==> src/rtl/core/hpoc_pkg.sv <==
// Types, codes and helpers for the picture order count core.
// Depends on nothing; used by the divider, the core and the checker.
package hpoc_pkg;

   localparam int LEN_W = 9;

   localparam logic       REQ_PICTURE = 1'b0;
   localparam logic       REQ_TABLE   = 1'b1;
   localparam logic [1:0] MODE_LSB    = 2'd0;
   localparam logic [1:0] MODE_CYCLE  = 2'd1;

   localparam logic [2:0] REG_POC_MODE  = 3'd0;
   localparam logic [2:0] REG_LOG2_FNUM = 3'd1;
   localparam logic [2:0] REG_LOG2_LSB  = 3'd2;
   localparam logic [2:0] REG_CYC_LEN   = 3'd3;
   localparam logic [2:0] REG_NONREF    = 3'd4;
   localparam logic [2:0] REG_T2B       = 3'd5;

   typedef enum logic [2:0] {
      ST_IDLE, ST_EVAL, ST_DIV, ST_SUM, ST_MUL, ST_CALC, ST_DONE
   } hpoc_state_type;

   typedef struct packed {
      logic               req_type;
      logic               idr_picture;
      logic [1:0]         ref_idc;
      logic [15:0]        frame_number;
      logic [15:0]        order_lsb;
      logic signed [31:0] bottom_delta;
      logic signed [31:0] cycle_delta_first;
      logic signed [31:0] cycle_delta_second;
      logic [7:0]         table_index;
      logic signed [31:0] table_value;
   } hpoc_req_type;

   typedef struct packed {
      logic signed [31:0] top_count;
      logic signed [31:0] bottom_count;
   } hpoc_rsp_type;

   typedef struct packed {
      logic             done;
      logic [31:0]      quot;
      logic [LEN_W-1:0] rem;
   } hpoc_div_res_type;

   // Saturate a log2 register to 4..16
   function automatic logic [4:0] clamp_log2(input logic [4:0] v);
      logic [4:0] r;
      if (v < 5'd4) r = 5'd4;
      else if (v > 5'd16) r = 5'd16;
      else r = v;
      return r;
   endfunction

   function automatic logic is_positive(input logic [31:0] v);
      return (v != 32'd0) && !v[31];
   endfunction

endpackage

==> src/rtl/core/hpoc_div.sv <==
// Restoring divider, one quotient bit per cycle, 32-bit by 9-bit.
// Depends on hpoc_pkg.
module hpoc_div (
   input  logic                       clock,
   input  logic                       reset,
   input  logic                       start,
   input  logic [31:0]                dividend,
   input  logic [hpoc_pkg::LEN_W-1:0] divisor,
   output hpoc_pkg::hpoc_div_res_type res
);
   import hpoc_pkg::*;

   logic             busy_ff, busy_in;
   logic             done_ff, done_in;
   logic [5:0]       steps_ff, steps_in;
   logic [31:0]      quot_ff, quot_in;
   logic [LEN_W-1:0] rem_ff, rem_in;
   logic [LEN_W-1:0] div_ff, div_in;
   logic [LEN_W:0]   trial;

   // Shift one bit in, subtract where it fits
   always_comb begin
      busy_in  = busy_ff;
      done_in  = 1'b0;
      steps_in = steps_ff;
      quot_in  = quot_ff;
      rem_in   = rem_ff;
      div_in   = div_ff;
      trial    = {rem_ff, quot_ff[31]};
      if (start) begin
         busy_in  = 1'b1;
         steps_in = 6'd32;
         quot_in  = dividend;
         rem_in   = '0;
         div_in   = divisor;
      end else if (busy_ff) begin
         if (trial >= {1'b0, div_ff}) begin
            rem_in  = LEN_W'(trial - {1'b0, div_ff});
            quot_in = {quot_ff[30:0], 1'b1};
         end else begin
            rem_in  = LEN_W'(trial);
            quot_in = {quot_ff[30:0], 1'b0};
         end
         steps_in = steps_ff - 6'd1;
         if (steps_ff == 6'd1) begin
            busy_in = 1'b0;
            done_in = 1'b1;
         end
      end
   end

   always_ff @(posedge clock) begin
      if (reset) begin
         busy_ff <= 1'b0;
         done_ff <= 1'b0;
      end else begin
         busy_ff <= busy_in;
         done_ff <= done_in;
      end
      steps_ff <= steps_in;
      quot_ff  <= quot_in;
      rem_ff   <= rem_in;
      div_ff   <= div_in;
   end

   assign res.done = done_ff;
   assign res.quot = quot_ff;
   assign res.rem  = rem_ff;
endmodule

==> config.mk <==
export PLATFORM = sky130hd
export DESIGN_NAME = hpoc_div
export DESIGN_NICKNAME = d
export VERILOG_FILES = /design/src/rtl/core/hpoc_pkg.sv /design/src/rtl/core/hpoc_div.sv
export SDC_FILE = /design/constraint.sdc
export NUM_CORES = 1
export LEC_CHECK = 0
export ABC_AREA = 1
export BUFFER_PORTS_ARGS = -buffer_cell sky130_fd_sc_hd__buf_2
export CORE_MARGIN = 2
export CORE_UTILIZATION = 28
export CTS_BUF_LIST = sky130_fd_sc_hd__clkbuf_4
export DETAILED_ROUTE_END_ITERATION = 12
export SLEW_MARGIN = 20
export SYNTH_ARGS = -nofsm -noshare
export SYNTH_HDL_FRONTEND = slang
export SYNTH_SLANG_ARGS = --single-unit
==> constraint.sdc <==
create_clock -name clock -period 2.05 [get_ports clock]
set_input_delay 0.1025 -clock clock [delete_from_list [all_inputs] [get_ports clock]]
set_output_delay 0.1025 -clock clock [all_outputs]
set_load 0.005 [all_outputs]
==> Implementation_results.wiki <==
{| class="wikitable"
! Metric !! Value
|-
| Max frequency || approximately 530 MHz
|-
| Largest clock skew in the final design || 0.0105 ns
|-
| Sequential cell area fraction in the yosys report || 54.5%
|-
| Total number of yosys warnings || 0
|-
| Minimum clock period after layout || between 1.5 and 2 ns
|-
| Post-DRT Antenna Nets || 0
|-
| Area of the mapped netlist || between 2000 and 3000 um2
|-
| Initial DRT Pass Iterations || 4
|-
| H-tree depth || 3
|-
| Total detailed-routing wirelength || 7.39 mm
|-
| Critical path peak fanout || 9
|-
| Average footprint of a synthesized cell || ~8.6 um2
|-
| Height of the die || between 100 and 150 um
|-
| Average wire length per cell after detail routing || ~12 um
|-
| Final setup violating endpoints || 0
|-
| Clock tree from TritonCTS || built
|-
| Distinct cell type count after synthesis || 31
|-
| Number of flops mapped to enable cells by yosys || ~40
|-
| Worst slew margin relative to its limit || a little over three fifths
|-
| Proportion of register bits with asynchronous set or reset after synthesis || 0%
|-
| Via count normalized by instance count || around 4.3
|-
| First DRT Iteration DRCs || between 100 and 150
|-
| Hold Path Class || in2reg
|-
| Share of Yosys cell area claimed by the top area cell type || 42.7%
|-
| Number of antenna violations at the first check in global routing || 1
|-
| Category of the worst setup path launch point || flip-flop
|-
| Finished layout cell area || roughly 4100 um2
|-
| Result of the run || completed
|-
| Post-Synthesis Cells || 337
|-
| Grt ovf || 0
|-
| Area of the placeable core || 10200 um2
|-
| Global-route wire length before repair || roughly 12 mm
|-
| Max Buffers Root-to-Sink || 2
|-
| Most used routing layer || met2
|-
| Reg2reg setup slack || 0.16 ns
|-
| Required arrival time at the worst endpoint || 2.34 ns
|-
| Overall track demand over capacity in global routing || 13.8%
|-
| CTS clock-pin slew for the worst setup and hold paths || roughly 0.10 ns
|-
| Max-cap violations || 0
|-
| Number of buffers created by CTS || 9
|-
| Via count || about 2600
|-
| DIE WIDTH || 106 um
|-
| GR met3 Demand/Resource || 2.91%
|-
| Die Footprint || roughly 11000 um2
|-
| Ratio of cells with drive above 1 in the final layout || 25.3%
|-
| Top area cells in the synthesized netlist || edfxtp_1 43%, nand2_1 18%, dfxtp_1 12%
|-
| Row count || 37
|-
| Static leakage power || 2.03 nW
|-
| Maximum number of pins on one net before global-route repair || 25
|-
| Largest area contributor in the netlist || edfxtp_1
|-
| Total negative slack for setup checks || 0 ns
|-
| IO Port Bufs || 85
|-
| Relative area change from synthesis to final layout || 41.2%
|-
| CTS Root Buffer Type || clkbuf_4
|-
| Clock Sinks || 58
|-
| Actual slew at the worst max-slew pin || between 0.5 and 0.6 ns
|-
| Met2 Usage GRT || between 20% and 30%
|-
| Initial standard-cell utilization of the core || around 28%
|-
| Number of global-route vias before repair || roughly 2600
|-
| IR Drop Worst-Case VDD || ~390 uV
|-
| List of most frequent post-synthesis cells || 140 x nand2_1, 41 x edfxtp_1, 40 x inv_1
|-
| Sort of element at the end of the critical path || flip-flop
|-
| Count of pins over their slew limit || 0
|-
| DR DRC count || 0
|-
| Final Wtd Congestion || about 0.9
|-
| Arrival time of data at the critical path endpoint || approximately 2.2 ns
|-
| Cell Area, Placed || 3480 um2
|-
| Hold violation total from the final report || 0
|-
| Final-stage net count || between 500 and 600
|-
| Worst-Skew Late Latency || around 0.4 ns
|-
| Met1 capacity usage during global routing || 17.8%
|-
| Portion of the clock cycle consumed by the worst path in the final layout || between 90% and 100%
|-
| Seq cells post-synth || 58
|-
| Top-count cell post-synth || nand2_1
|-
| Top_reg_cell synth || edfxtp_1
|-
| Power per cell area || 707 nW/um2
|-
| Setup repair after global routing missed its margin || no
|-
| IO Pins || 86
|-
| Start-to-end type of the worst setup path || reg2reg
|-
| Synthesized netlist net count || ~390
|-
| Post-DP HPWL || ~5 mm
|}
==> cells by family (layout without fill, tap and decap cells) <==
group	count (synthesis)	after routing	share of synthesized area, %
xor+xnor	3	3	0.911
flops	58	58	54.5
compound gates	20	20	3.73
buf+inv	52	194	7.46
other cells	0	1	0
simple gates	192	192	28.0
fa+ha+maj	12	12	5.46
==> per-stage QoR <==
| stage | total power, mW | utilization [%] | setup WS, ns | hold WS (ns) | std cells |
|---|---|---|---|---|---|
| finish | 2.88 | 40.0 | 0.162 | 0.0766 | 616 |
| global route | 3.06 | 40.0 | 0.0479 | 0.0505 | 616 |
| CTS | 2.92 | 39.7 | 0.0737 | 0.0297 | 612 |
| detailed placement | 1.90 | 34.1 | 0.0300 | 0.281 | 555 |
| global placement | 1.89 | 34.1 | 0.138 | 0.279 | 555 |
| floorplan | 1.70 | - | 0.258 | 0.179 | 337 |
==> power by group <==
group / total [mW] / switching, mW / internal (mW) / leakage [nW]
clock network: 0.950 / 0.450 / 0.500 / 0.0838
registers: 1.43 / 0.0567 / 1.38 / 0.555
logic: 0.500 / 0.263 / 0.237 / 1.39
==> flip-flops by register name (all words and copies together), names as in the netlist <==
signal,flops
steps_ff,6
div_ff,9
rem_ff,9
quot_ff,32
busy_ff,1
done_ff,1
==> final cells by class <==
cell class	count	area, um2
fill	1085	6110
sequential	58	1570
multi-input combinational	227	1110
timing repair buffer	136	911
tap	136	170
inverter	42	158
clock inverter	6	81.3
clock buffer	10	75.1
antenna	1	2.50
==> placed cells by master, fill, tap and decap left out, drive strengths merged <==
master,count
o21ai,8
o211ai,1
a21oi,8
nand3,25
clkinv,4
buf,95
nand3b,3
a31oi,1
ha,11
xnor2,3
nor3b,2
nand2,144
nor2,11
a211oi,1
inv,41
bufinv,2
or2,1
dfxtp,17
diode,1
clkbuf,10
dlygate4sd3,41
nand4,1
fa,1
o22ai,1
nor3,5
edfxtp,41
clkinvlp,1
==> per-layer routing <==
| layer | up-vias | routed length, um |
|---|---|---|
| met2 | 74 | 3450 |
| met3 | 11 | 324 |
| met1 | 1190 | 3480 |
| met4 | 0 | 143 |
| met5 | - | 0 |
| li1 | 1360 | - |
==> timing repair <==
item | 4_1_cts | 5_1_grt
hold buffers | 41 | 0
gates resized for setup | 1 | 1
endpoints found under the hold margin | 42 | 0
endpoints found under the setup margin | 1 | 8
buffers inserted | 0 | 3
==> path summary, 6_finish.rpt <==
check             cells after the start        start           to
setup / recovery                     11  quot_ff[31]    rem_ff[2]
hold / removal                        3  dividend[0]   quot_ff[0]
setup reg to reg                     11  quot_ff[31]    rem_ff[2]
hold reg to reg                       2  steps_ff[0]  steps_ff[0]
==> critical path, cell delays in order (launching register included) <==
cell,delay [ns]
edfxtp_1,0.41
inv_1,0.10
ha_1,0.15
inv_1,0.06
fa_2,0.36
nand2_1,0.12
nand3_2,0.10
nand2_4,0.13
buf_4,0.13
nand3_1,0.06
nand3_1,0.07
o21ai_0,0.09
No activity file was read; power rests on OpenSTA's default activity.
